## src/rtl/core/absch_pkg.sv

```systemverilog
// Shared types, constants and register map of the adaptive beacon scheduler.
package absch_pkg;

  // Field widths
  localparam int unsigned SPEED_W    = 24;
  localparam int unsigned COURSE_W   = 26;
  localparam int unsigned FIX_W      = 3;
  localparam int unsigned SECONDS_W  = 32;
  localparam int unsigned INTERVAL_W = 16;
  localparam int unsigned KIND_W     = 2;
  localparam int unsigned SPD_CFG_W  = 10;
  localparam int unsigned TURN_W     = 8;

  // Configuration port
  localparam int unsigned PADDR_W = 5;
  localparam int unsigned PDATA_W = 32;
  localparam int unsigned REG_IDX_W = 3;

  localparam logic [REG_IDX_W-1:0] REG_SMART_MODE     = 3'd0;
  localparam logic [REG_IDX_W-1:0] REG_FIXED_INTERVAL = 3'd1;
  localparam logic [REG_IDX_W-1:0] REG_LOW_SPEED      = 3'd2;
  localparam logic [REG_IDX_W-1:0] REG_FAST_SPEED     = 3'd3;
  localparam logic [REG_IDX_W-1:0] REG_SLOW_RATE      = 3'd4;
  localparam logic [REG_IDX_W-1:0] REG_FAST_RATE      = 3'd5;
  localparam logic [REG_IDX_W-1:0] REG_TURN_ANGLE     = 3'd6;

  // Register reset values
  localparam logic [INTERVAL_W-1:0] RST_FIXED_INTERVAL = 16'd60;
  localparam logic [SPD_CFG_W-1:0]  RST_LOW_SPEED      = 10'd5;
  localparam logic [SPD_CFG_W-1:0]  RST_FAST_SPEED     = 10'd70;
  localparam logic [INTERVAL_W-1:0] RST_SLOW_RATE      = 16'd600;
  localparam logic [INTERVAL_W-1:0] RST_FAST_RATE      = 16'd60;
  localparam logic [TURN_W-1:0]     RST_TURN_ANGLE     = 8'd30;

  // Arithmetic constants
  localparam int unsigned KMH_W     = 20;
  localparam int unsigned KMH_SHIFT = 16;
  localparam int unsigned MUL_A_W   = SPEED_W;
  localparam int unsigned MUL_B_W   = 21;
  localparam int unsigned PROD_W    = MUL_A_W + MUL_B_W;
  localparam logic [MUL_B_W-1:0] KMH_MUL = 21'd2359;

  localparam int unsigned CRS_W = 9;
  localparam logic [CRS_W-1:0] COURSE_MAX = 9'd359;
  localparam logic [INTERVAL_W-1:0] QUICK_INTERVAL = 16'd10;
  localparam logic [FIX_W-1:0] FIX_3D = 3'd3;

  // Course to degrees: 100000 = 32 * 3125, so drop five bits and multiply the
  // 21-bit rest by the reciprocal of 3125 scaled by 2^32, exact for any 21-bit value
  localparam int unsigned CRS_PRE_SHIFT   = 5;
  localparam int unsigned CRS_RECIP_SHIFT = 32;
  localparam int unsigned CRS_QUO_W       = 10;
  localparam logic [MUL_B_W-1:0] COURSE_RECIP = 21'd1374390;

  // Shared divider
  localparam int unsigned NUM_W  = COURSE_W;
  localparam int unsigned DEN_W  = 17;
  localparam int unsigned QUO_W  = INTERVAL_W;
  localparam int unsigned STEP_W = 5;
  localparam logic [DEN_W-1:0]  COURSE_DIV    = 17'd100000;
  localparam logic [STEP_W-1:0] INTERP_STEPS  = 5'd16;
  localparam int unsigned COURSE_QUO_MAX = ((1 << NUM_W) - 1) / 100000;

  // Frame kinds
  localparam logic [KIND_W-1:0] KIND_NONE      = 2'd0;
  localparam logic [KIND_W-1:0] KIND_NOFIX     = 2'd1;
  localparam logic [KIND_W-1:0] KIND_POSITION  = 2'd2;
  localparam logic [KIND_W-1:0] KIND_FIXOK_POS = 2'd3;

  typedef struct packed {
    logic                  smart_mode;
    logic [INTERVAL_W-1:0] fixed_interval;
    logic [SPD_CFG_W-1:0]  low_speed;
    logic [SPD_CFG_W-1:0]  fast_speed;
    logic [INTERVAL_W-1:0] slow_rate;
    logic [INTERVAL_W-1:0] fast_rate;
    logic [TURN_W-1:0]     turn_angle;
  } cfg_t;

  typedef struct packed {
    logic              start;
    logic [NUM_W-1:0]  num;
    logic [DEN_W-1:0]  den;
    logic [STEP_W-1:0] steps;
  } div_req_t;

  typedef struct packed {
    logic             done;
    logic [QUO_W-1:0] quo;
  } div_rsp_t;

  typedef struct packed {
    logic                  send_now;
    logic [KIND_W-1:0]     frame_kind;
    logic [INTERVAL_W-1:0] interval_used;
  } res_t;

  typedef enum logic [3:0] {
    ST_IDLE,
    ST_KMH,
    ST_CRS,
    ST_RATE,
    ST_IDIV_GO,
    ST_IDIV_WAIT,
    ST_TURN,
    ST_DONE
  } absch_state_e;

endpackage

```

## src/rtl/core/absch_cfg_regs.sv

```systemverilog
// APB register file holding the scheduler configuration.
module absch_cfg_regs
  import absch_pkg::*;
(
  input  logic               clk_i,
  input  logic               rst_ni,
  input  logic               psel,
  input  logic               penable,
  input  logic               pwrite,
  input  logic [PADDR_W-1:0] paddr,
  input  logic [PDATA_W-1:0] pwdata,
  output logic [PDATA_W-1:0] prdata,
  output logic               pready,
  output cfg_t               cfg_o
);

  cfg_t                 cfg_q;
  logic                 wr_en;
  logic [REG_IDX_W-1:0] idx;

  assign pready = 1'b1;
  assign wr_en  = psel && penable && pwrite;
  assign idx    = paddr[PADDR_W-1:2];
  assign cfg_o  = cfg_q;

  // Write the addressed register
  always_ff @(posedge clk_i or negedge rst_ni) begin
    if (!rst_ni) begin
      cfg_q.smart_mode     <= 1'b1;
      cfg_q.fixed_interval <= RST_FIXED_INTERVAL;
      cfg_q.low_speed      <= RST_LOW_SPEED;
      cfg_q.fast_speed     <= RST_FAST_SPEED;
      cfg_q.slow_rate      <= RST_SLOW_RATE;
      cfg_q.fast_rate      <= RST_FAST_RATE;
      cfg_q.turn_angle     <= RST_TURN_ANGLE;
    end else if (wr_en) begin
      case (idx)
        REG_SMART_MODE:     cfg_q.smart_mode     <= pwdata[0];
        REG_FIXED_INTERVAL: cfg_q.fixed_interval <= pwdata[INTERVAL_W-1:0];
        REG_LOW_SPEED:      cfg_q.low_speed      <= pwdata[SPD_CFG_W-1:0];
        REG_FAST_SPEED:     cfg_q.fast_speed     <= pwdata[SPD_CFG_W-1:0];
        REG_SLOW_RATE:      cfg_q.slow_rate      <= pwdata[INTERVAL_W-1:0];
        REG_FAST_RATE:      cfg_q.fast_rate      <= pwdata[INTERVAL_W-1:0];
        REG_TURN_ANGLE:     cfg_q.turn_angle     <= pwdata[TURN_W-1:0];
        default: ;
      endcase
    end
  end

  // Return the addressed register
  always_comb begin
    prdata = '0;
    case (idx)
      REG_SMART_MODE:     prdata = PDATA_W'(cfg_q.smart_mode);
      REG_FIXED_INTERVAL: prdata = PDATA_W'(cfg_q.fixed_interval);
      REG_LOW_SPEED:      prdata = PDATA_W'(cfg_q.low_speed);
      REG_FAST_SPEED:     prdata = PDATA_W'(cfg_q.fast_speed);
      REG_SLOW_RATE:      prdata = PDATA_W'(cfg_q.slow_rate);
      REG_FAST_RATE:      prdata = PDATA_W'(cfg_q.fast_rate);
      REG_TURN_ANGLE:     prdata = PDATA_W'(cfg_q.turn_angle);
      default:            prdata = '0;
    endcase
  end

endmodule

```

## src/rtl/core/absch_div.sv

```systemverilog
// Shared restoring divider, one quotient bit per cycle.
module absch_div
  import absch_pkg::*;
(
  input  logic     clk_i,
  input  logic     rst_ni,
  input  div_req_t req_i,
  output div_rsp_t rsp_o
);

  logic [DEN_W-1:0]  rem_q, rem_d;
  logic [NUM_W-1:0]  num_q, num_d;
  logic [DEN_W-1:0]  den_q;
  logic [QUO_W-1:0]  quo_q, quo_d;
  logic [STEP_W-1:0] cnt_q;
  logic              done_q;
  logic [DEN_W:0]    trial;
  logic              fits;
  logic [NUM_W-1:0]  num_hi;
  logic [STEP_W-1:0] lo_shift;

  // One restoring step: bring down the next dividend bit and try the divisor
  assign trial = {rem_q, num_q[NUM_W-1]};
  assign fits  = trial >= {1'b0, den_q};
  assign rem_d = fits ? DEN_W'(trial - {1'b0, den_q}) : DEN_W'(trial);
  assign num_d = {num_q[NUM_W-2:0], 1'b0};
  assign quo_d = {quo_q[QUO_W-2:0], fits};

  // Split the dividend: high bits seed the remainder, low bits feed the steps
  assign num_hi   = req_i.num >> req_i.steps;
  assign lo_shift = STEP_W'(NUM_W) - req_i.steps;

  always_ff @(posedge clk_i or negedge rst_ni) begin
    if (!rst_ni) begin
      cnt_q  <= '0;
      done_q <= 1'b0;
    end else begin
      done_q <= (cnt_q == STEP_W'(1));
      if (req_i.start) begin
        cnt_q <= req_i.steps;
      end else if (cnt_q != '0) begin
        cnt_q <= cnt_q - STEP_W'(1);
      end
    end
  end

  // Load operands on start, then iterate
  always_ff @(posedge clk_i) begin
    if (req_i.start) begin
      rem_q <= num_hi[DEN_W-1:0];
      num_q <= req_i.num << lo_shift;
      den_q <= req_i.den;
      quo_q <= '0;
    end else if (cnt_q != '0) begin
      rem_q <= rem_d;
      num_q <= num_d;
      quo_q <= quo_d;
    end
  end

  assign rsp_o.done = done_q;
  assign rsp_o.quo  = quo_q;

endmodule

```

## src/rtl/core/absch_core.sv

```systemverilog
// Sequencer and datapath: speed, course, interval choice and beacon decision.
module absch_core
  import absch_pkg::*;
(
  input  logic                 clk_i,
  input  logic                 rst_ni,
  input  cfg_t                 cfg_i,
  input  logic                 in_valid_i,
  output logic                 in_stall_o,
  input  logic [SPEED_W-1:0]   speed_raw_i,
  input  logic [COURSE_W-1:0]  course_raw_i,
  input  logic [FIX_W-1:0]     fix_type_i,
  input  logic [SECONDS_W-1:0] seconds_now_i,
  output div_req_t             div_req_o,
  input  div_rsp_t             div_rsp_i,
  input  logic                 out_free_i,
  output logic                 res_valid_o,
  output res_t                 res_o
);

  absch_state_e state_q, state_d;

  // Captured item and working values
  logic [SPEED_W-1:0]    speed_q;
  logic [COURSE_W-1:0]   course_raw_q;
  logic [FIX_W-1:0]      fix_q;
  logic [SECONDS_W-1:0]  now_q;
  logic [PROD_W-1:0]     prod_q;
  logic [KMH_W-1:0]      kmh_q;
  logic [CRS_W-1:0]      course_q;
  logic [INTERVAL_W-1:0] rate_q;
  res_t                  res_q;

  // Scheduler state
  logic [SECONDS_W-1:0]  last_send_q;
  logic [CRS_W-1:0]      prev_course_q;
  logic                  sent_once_q;
  logic                  nofix_sent_q;

  logic                  accept;
  logic                  rate_up;
  logic [INTERVAL_W-1:0] diff;
  logic [SPD_CFG_W-1:0]  span;
  logic [SPD_CFG_W-1:0]  kmh_off;
  logic [MUL_A_W-1:0]    mul_a;
  logic [MUL_B_W-1:0]    mul_b;
  logic [PROD_W-1:0]     prod;
  logic                  is_slow;
  logic                  is_fast;
  logic [CRS_W-1:0]      turn9;
  logic [CRS_W-1:0]      turn_lim;
  logic [CRS_W-1:0]      dlt;
  logic [CRS_W-1:0]      dlt1;
  logic [CRS_W-1:0]      dlt2;
  logic                  quick;
  logic [INTERVAL_W-1:0] interval;
  logic [SECONDS_W-1:0]  elapsed;
  logic                  send;
  logic [KIND_W-1:0]     kind;
  logic [CRS_QUO_W-1:0]  crs_quo;

  assign accept = in_valid_i && (state_q == ST_IDLE);

  // Rate span and direction of the linear map
  assign rate_up = cfg_i.fast_rate > cfg_i.slow_rate;
  assign diff    = rate_up ? cfg_i.fast_rate - cfg_i.slow_rate
                           : cfg_i.slow_rate - cfg_i.fast_rate;
  assign span    = cfg_i.fast_speed - cfg_i.low_speed;
  assign kmh_off = kmh_q[SPD_CFG_W-1:0] - cfg_i.low_speed;
  assign is_slow = kmh_q <= KMH_W'(cfg_i.low_speed);
  assign is_fast = kmh_q >= KMH_W'(cfg_i.fast_speed);

  // Shared multiplier: speed scaling, course reciprocal, then the interpolation product
  always_comb begin
    mul_a = MUL_A_W'(kmh_off);
    mul_b = MUL_B_W'(diff);
    case (state_q)
      ST_KMH: begin
        mul_a = speed_q;
        mul_b = KMH_MUL;
      end
      ST_CRS: begin
        mul_a = MUL_A_W'(course_raw_q[COURSE_W-1:CRS_PRE_SHIFT]);
        mul_b = COURSE_RECIP;
      end
      default: ;
    endcase
  end
  assign prod  = PROD_W'(mul_a) * PROD_W'(mul_b);

  // Whole degrees from the reciprocal product
  assign crs_quo = prod_q[CRS_RECIP_SHIFT +: CRS_QUO_W];

  // Course change with the north wrap
  assign turn9    = CRS_W'(cfg_i.turn_angle);
  assign turn_lim = COURSE_MAX - turn9;
  assign dlt  = (prev_course_q > course_q) ? prev_course_q - course_q
                                            : course_q - prev_course_q;
  assign dlt1 = (prev_course_q > turn_lim && course_q < turn9) ? COURSE_MAX - dlt : dlt;
  assign dlt2 = (prev_course_q < turn9 && course_q > turn_lim) ? COURSE_MAX - dlt1 : dlt1;

  // Interval and beacon decision
  assign quick = (dlt2 > turn9) && (kmh_q > KMH_W'(cfg_i.low_speed)) &&
                 (rate_q > QUICK_INTERVAL);
  assign interval = !cfg_i.smart_mode ? cfg_i.fixed_interval :
                    quick             ? QUICK_INTERVAL       : rate_q;
  assign elapsed  = now_q - last_send_q;
  assign send     = (elapsed > SECONDS_W'(interval)) || (!sent_once_q && fix_q >= FIX_3D);

  always_comb begin
    kind = KIND_NONE;
    if (send) begin
      if (fix_q < FIX_3D) begin
        kind = KIND_NOFIX;
      end else if (nofix_sent_q) begin
        kind = KIND_FIXOK_POS;
      end else begin
        kind = KIND_POSITION;
      end
    end
  end

  // Next state
  always_comb begin
    state_d = state_q;
    case (state_q)
      ST_IDLE:      if (in_valid_i) state_d = ST_KMH;
      ST_KMH:       state_d = ST_CRS;
      ST_CRS:       state_d = ST_RATE;
      ST_RATE: begin
        if (is_slow || is_fast) begin
          state_d = ST_TURN;
        end else begin
          state_d = ST_IDIV_GO;
        end
      end
      ST_IDIV_GO:   state_d = ST_IDIV_WAIT;
      ST_IDIV_WAIT: if (div_rsp_i.done) state_d = ST_TURN;
      ST_TURN:      state_d = ST_DONE;
      ST_DONE:      if (out_free_i) state_d = ST_IDLE;
      default:      state_d = ST_IDLE;
    endcase
  end

  // Outputs of the sequencer
  always_comb begin
    in_stall_o      = (state_q != ST_IDLE);
    res_valid_o     = (state_q == ST_DONE) && out_free_i;
    div_req_o.start = (state_q == ST_IDIV_GO);
    div_req_o.num   = prod_q[NUM_W-1:0];
    div_req_o.den   = DEN_W'(span);
    div_req_o.steps = INTERP_STEPS;
  end

  always_ff @(posedge clk_i or negedge rst_ni) begin
    if (!rst_ni) begin
      state_q <= ST_IDLE;
    end else begin
      state_q <= state_d;
    end
  end

  // Commit scheduler state once the decision is made
  always_ff @(posedge clk_i or negedge rst_ni) begin
    if (!rst_ni) begin
      last_send_q   <= '0;
      prev_course_q <= '0;
      sent_once_q   <= 1'b0;
      nofix_sent_q  <= 1'b0;
    end else if (state_q == ST_TURN) begin
      if (cfg_i.smart_mode) begin
        prev_course_q <= course_q;
      end
      if (send) begin
        sent_once_q <= 1'b1;
        last_send_q <= now_q;
        if (fix_q < FIX_3D) begin
          nofix_sent_q <= 1'b1;
        end else begin
          nofix_sent_q <= 1'b0;
        end
      end
    end
  end

  // Working registers
  always_ff @(posedge clk_i) begin
    case (state_q)
      ST_IDLE: begin
        if (accept) begin
          speed_q      <= speed_raw_i;
          course_raw_q <= course_raw_i;
          fix_q        <= fix_type_i;
          now_q        <= seconds_now_i;
        end
      end
      ST_KMH: prod_q <= prod;
      ST_CRS: begin
        kmh_q  <= prod_q[KMH_SHIFT +: KMH_W];
        prod_q <= prod;
      end
      ST_RATE: begin
        // Saturate the course to whole degrees
        course_q <= (crs_quo > CRS_QUO_W'(COURSE_MAX)) ? COURSE_MAX : crs_quo[CRS_W-1:0];
        if (is_slow) begin
          rate_q <= cfg_i.slow_rate;
        end else if (is_fast) begin
          rate_q <= cfg_i.fast_rate;
        end else begin
          prod_q <= prod;
        end
      end
      ST_IDIV_WAIT: begin
        if (div_rsp_i.done) begin
          rate_q <= rate_up ? cfg_i.slow_rate + div_rsp_i.quo
                            : cfg_i.slow_rate - div_rsp_i.quo;
        end
      end
      ST_TURN: begin
        res_q.send_now      <= send;
        res_q.frame_kind    <= kind;
        res_q.interval_used <= interval;
      end
      default: ;
    endcase
  end

  assign res_o = res_q;

`ifndef SYNTHESIS
  // The interpolation step never leaves the span between the two rates
  a_interp_in_span: assert property (@(posedge clk_i) disable iff (!rst_ni)
    (state_q == ST_IDIV_WAIT && div_rsp_i.done) |-> div_rsp_i.quo <= diff)
    else $error("interpolation step exceeds rate span");

  // Course quotient stays within what a 26-bit raw course can give
  a_course_quo: assert property (@(posedge clk_i) disable iff (!rst_ni)
    (state_q == ST_RATE) |-> crs_quo <= CRS_QUO_W'(COURSE_QUO_MAX))
    else $error("course quotient out of range");

  // A result sends a frame exactly when it flags a beacon
  a_kind_matches_send: assert property (@(posedge clk_i) disable iff (!rst_ni)
    res_valid_o |-> (res_o.send_now == (res_o.frame_kind != KIND_NONE)))
    else $error("frame kind disagrees with send flag");

  // The first beacon is recorded only at the decision step
  a_sent_once_rise: assert property (@(posedge clk_i) disable iff (!rst_ni)
    $rose(sent_once_q) |-> $past(state_q) == ST_TURN)
    else $error("sent flag set outside the decision step");
`endif

endmodule

```

## src/rtl/core/adaptive_beacon_scheduler_unit.sv

```systemverilog
// Top level of the adaptive beacon scheduler: registers, sequencer, divider, output stage.
// Each GPS report is taken as one item and gives exactly one result item. One shared
// multiplier first scales the speed to km/h, then turns the course into whole degrees by
// a reciprocal multiplication. When the speed lies at or outside the low and fast
// thresholds, the sequencer steps through the speed, course, rate, turn and done states.
// When the speed lies between the thresholds, a third multiplier pass and a 16-step
// pass of the shared bit-serial divider interpolate the interval between the rate and
// turn states. Fixed mode runs the same sequence, so its timing follows the speed in
// the same way. The input stalls while an item is being worked on; the result sits in
// an output register, so the next item is taken while it waits, and a result still
// held there when the following one is ready stalls the sequencer.
// Configuration sits in an APB register file at byte addresses 4*i.
module adaptive_beacon_scheduler_unit
  import absch_pkg::*;
(
  input  logic                  clk_i,
  input  logic                  rst_ni,
  // Configuration port
  input  logic                  psel,
  input  logic                  penable,
  input  logic                  pwrite,
  input  logic [PADDR_W-1:0]    paddr,
  input  logic [PDATA_W-1:0]    pwdata,
  output logic [PDATA_W-1:0]    prdata,
  output logic                  pready,
  // GPS report channel
  input  logic                  in_valid_i,
  output logic                  in_stall_o,
  input  logic [SPEED_W-1:0]    speed_raw_i,
  input  logic [COURSE_W-1:0]   course_raw_i,
  input  logic [FIX_W-1:0]      fix_type_i,
  input  logic [SECONDS_W-1:0]  seconds_now_i,
  // Beacon decision channel
  output logic                  out_valid_o,
  input  logic                  out_stall_i,
  output logic                  send_now_o,
  output logic [KIND_W-1:0]     frame_kind_o,
  output logic [INTERVAL_W-1:0] interval_used_o
);

  cfg_t     cfg;
  div_req_t div_req;
  div_rsp_t div_rsp;
  res_t     res;
  res_t     out_q;
  logic     out_valid_q;
  logic     out_free;
  logic     res_valid;

  absch_cfg_regs u_cfg (
    .clk_i   (clk_i),
    .rst_ni  (rst_ni),
    .psel    (psel),
    .penable (penable),
    .pwrite  (pwrite),
    .paddr   (paddr),
    .pwdata  (pwdata),
    .prdata  (prdata),
    .pready  (pready),
    .cfg_o   (cfg)
  );

  absch_div u_div (
    .clk_i  (clk_i),
    .rst_ni (rst_ni),
    .req_i  (div_req),
    .rsp_o  (div_rsp)
  );

  absch_core u_core (
    .clk_i         (clk_i),
    .rst_ni        (rst_ni),
    .cfg_i         (cfg),
    .in_valid_i    (in_valid_i),
    .in_stall_o    (in_stall_o),
    .speed_raw_i   (speed_raw_i),
    .course_raw_i  (course_raw_i),
    .fix_type_i    (fix_type_i),
    .seconds_now_i (seconds_now_i),
    .div_req_o     (div_req),
    .div_rsp_i     (div_rsp),
    .out_free_i    (out_free),
    .res_valid_o   (res_valid),
    .res_o         (res)
  );

  // Output register is free when empty or being taken this cycle
  assign out_free = !out_valid_q || !out_stall_i;

  always_ff @(posedge clk_i or negedge rst_ni) begin
    if (!rst_ni) begin
      out_valid_q <= 1'b0;
    end else if (res_valid) begin
      out_valid_q <= 1'b1;
    end else if (!out_stall_i) begin
      out_valid_q <= 1'b0;
    end
  end

  // Hold the result until taken
  always_ff @(posedge clk_i) begin
    if (res_valid) begin
      out_q <= res;
    end
  end

  assign out_valid_o     = out_valid_q;
  assign send_now_o      = out_q.send_now;
  assign frame_kind_o    = out_q.frame_kind;
  assign interval_used_o = out_q.interval_used;

endmodule
```

## config.mk

```make
export PLATFORM = sky130hd
export DESIGN_NAME = adaptive_beacon_scheduler_unit
export DESIGN_NICKNAME = d
export VERILOG_FILES = /design/src/rtl/core/absch_pkg.sv /design/src/rtl/core/absch_cfg_regs.sv /design/src/rtl/core/absch_div.sv /design/src/rtl/core/absch_core.sv /design/src/rtl/core/adaptive_beacon_scheduler_unit.sv
export SDC_FILE = /design/constraint.sdc
export NUM_CORES = 2
export LEC_CHECK = 0
export ABC_AREA = 1
export BUFFER_PORTS_ARGS = -buffer_cell sky130_fd_sc_hd__buf_2
export CORE_ASPECT_RATIO = 1.25
export CORE_MARGIN = 2
export CORE_UTILIZATION = 58
export DETAILED_ROUTE_END_ITERATION = 16
export GPL_TIMING_DRIVEN = 0
export HOLD_SLACK_MARGIN = 0.08
export PLACE_DENSITY = 0.9
export REMOVE_ABC_BUFFERS = 1
export SLEW_MARGIN = 20
export SYNTH_ARGS = -nofsm -noshare
export SYNTH_HDL_FRONTEND = slang
export SYNTH_SLANG_ARGS = --single-unit
```

## constraint.sdc

```tcl
create_clock -name clk_i -period 9.1 [get_ports clk_i]
set_clock_uncertainty 0.15 [all_clocks]
set_input_delay 0 -clock clk_i [delete_from_list [all_inputs] [get_ports clk_i]]
set_output_delay 0 -clock clk_i [all_outputs]
set_load 0.005 [all_outputs]
```

==> reports/results.txt <==
shortest period the worst path allows = 9032 ps
Remaining Overflow, GRT = 0
Least-Margin Pin Slew = 1155 ps
Slew headroom = 22.63%
die span in x = 232.6 um
hold path cells = 4
vias per inst = 5.818
Final HPWL DP = 84,370 um
CP Launch Type = flop
port bufs = 142
clock-pin slew on the worst setup and hold paths = 70 ps
Slowest-stage cell, CP = dfstp_2
Final nets = 5,783
die area = 0.06741 mm^2
hold crit path type = input pin to flop
slowest stage delay, CP = 570 ps
post-route cell area = 0.04455 mm^2
core area = 0.06454 mm^2
routability cong. = 0.9905
Routed Antenna Nets = 0
Post-Syn Instances = 4,458
status = complete, no violations
Worst EP arrival = 9240 ps
number of distinct library cells after synthesis = 68
DRC errors left = 0
Skew-Pair Late Insertion Delay = 610 ps
clk buf depth = 3
CP max FO = 10
placed cell count = 5,454
CP required = 9310 ps
Reg area = 0.01098 mm^2
Clock Tree Root = clkbuf_16
Hold Worst Slack = 119.5 ps
Rows = 104
# clock sinks = 394
initial antenna violation count = 1
DRT Wirelength = 119,600 um
CP Class = flop to flop
#FFs+latches synth = 394
# Max-Cap Violations = 0
period utilisation layout = 99.25%
via count = 33,847
DP Area = 0.03984 mm^2
H-tree depth = 2
cts bufs inserted = 45
Mean Syn Cell Area = 8.501 um^2
layout cell share with drive strength beyond 1 = 9.903%
CP most frequent cell = nand2_1
ys async rst share = 32.99%
final hold vios = 0
Area Growth Syn to Fin = 17.55%
global-route wire length before repair = 181,800 um
Multi-input gate area = 0.02350 mm^2
Syn Std Cell Area = 0.03790 mm^2
Fmax = 110.7 MHz
final non-filler cell total = 5,818
I/O pin count = 183
Synthesis Warnings = 0
initial core utilization = 58.72%
Post-synth EDFFs = 241
routed len/inst = 20.55 um
Final Max Tran Viols = 0
Die H = 289.8 um
Finish-stage setup viols = 0
initial DRC count = 3,183
number of global-route vias before repair = 34,954
CP endpoint kind = flop
top_reg_cell synth = edfxtp_1
Total GRT Usage = 34.96%
fillers = 4,510
sequential area share after synthesis = 28.97%
largest net degree at the start of global routing = 78
CTS tree = done
R2R depth = 41
1st-pass router iterations = 7
sequential cells by signal (all words and copies together) (netlist names), 2 cells and up:
register / cells
u_core.course_raw_q: 21
u_div.cnt_q: 5
u_div.rem_q: 17
u_core.rate_q: 16
u_core.now_q: 32
frame_kind_o: 2
u_core.prod_q: 42
u_core.fix_q: 3
u_div.num_q: 16
u_core.state_q: 3
interval_used_o: 16
u_core.course_q: 9
u_core.last_send_q: 32
u_core.kmh_q: 20
u_core.res_o: 19
u_core.speed_q: 24
u_div.quo_q: 16
u_cfg.cfg_o: 77
u_core.prev_course_q: 9
u_div.den_q: 10
cells by family (layout without fill, tap and decap cells):
group	after synthesis	count (layout)	share of synthesized area (%)
DFF	394	394	28.97
and+or+nand+nor	1431	1435	15.47
adders and majority gates	723	723	30.80
other	2	90	0.01982
xor gates and xnor gates	149	149	3.463
muxes	1	1	0.02971
AOI/OAI and AO/OA	636	636	9.763
buffers and inverters	1122	1542	11.48
repair_timing:
action                                 4_1_cts  5_1_grt
cloned                                       4        1
resized for setup                           40       99
setup endpoints to repair                   30       22
pin swaps                                    5       27
hold buffers                               216        0
endpoints found under the hold margin      340        0
setup buffers                               13       44
critical path: cells and delay by family, from the launching register on:
| family | cells | cell delay (ps) |
|---|---|---|
| adders and majority gates | 9 | 4230 |
| DFF | 1 | 570 |
| buffers and inverters | 7 | 590 |
| AOI/OAI and AO/OA | 9 | 1730 |
| and+or+nand+nor | 16 | 1540 |
stage by stage:
step                      setup slack [ps]  TNS [ps]  utilization (%)
after floorplan                     -169.3    -437.1                -
after global placement               -3294    -94510            61.21
after detailed placement             -1517    -31510            61.73
after CTS                            13.33         0            67.89
after global routing                -341.4     -3059            69.02
final                                68.48         0            69.03
cells in the final DEF, fill, tap and decap left out, types with 33 or more instances in the layout:
cell type	Yosys	layout
nand3_1	153	146
buf_4	19	57
dfrtp_1	108	106
fa_1	350	348
xnor2_1	35	35
edfxtp_1	241	241
conb_1	2	88
ha_1	373	357
nor2_1	317	297
nor3_1	39	35
dlygate4sd3_1	0	215
a21oi_1	206	193
nand2_1	836	821
inv_1	1015	1000
buf_2	9	141
o21ai_0	234	227
clkbuf_16	0	46
xor2_1	113	113
nand4_1	33	33
cell type report:
type / instances / share of cell area [%]
clock buffers: 59 / 2.792
diodes: 2 / 0.01123
repair buffers: 428 / 8.030
inverters: 1029 / 8.782
multi-input cells: 3032 / 52.74
clock inverters: 25 / 0.6066
flip-flops and latches: 394 / 24.65
well taps: 848 / 2.382
repair inverters: 1 / 0.01123
worst paths after layout:
path	start	endpoint	slack, ps
min in group asynchronous	rst_ni	u_cfg.cfg_o[64]	420
min reg2reg	u_core.res_o[3]	interval_used_o[3]	260
max in group asynchronous	rst_ni	u_cfg.cfg_o[33]	7910
max reg2reg	u_cfg.cfg_o[52]	u_core.prod_q[41]	70
max	u_cfg.cfg_o[52]	u_core.prod_q[41]	70
min	pwdata[5]	u_cfg.cfg_o[13]	120
per-layer routing:
| layer | GRT usage, % | wire length (um) |
|---|---|---|
| met1 | 36.65 | 39750 |
| met4 | 26.96 | 11380 |
| met3 | 7.859 | 10230 |
| met2 | 60.98 | 58210 |
| met5 | 0 | 0 |
synthesized netlist by cell type (53+ instances only):
| cell | number | area [um^2] |
|---|---|---|
| a21oi_1 | 206 | 1031 |
| clkbuf_1 | 53 | 198.9 |
| dfrtp_1 | 108 | 2703 |
| edfxtp_1 | 241 | 7237 |
| fa_1 | 350 | 7007 |
| ha_1 | 373 | 4667 |
| inv_1 | 1015 | 3810 |
| nand2_1 | 836 | 3138 |
| nand3_1 | 153 | 765.7 |
| nor2_1 | 317 | 1190 |
| o21ai_0 | 234 | 1171 |
| xor2_1 | 113 | 989.7 |
Power is not shown: default switching activity piles up to over one toggle a cycle in this logic, so the estimate is an artifact.
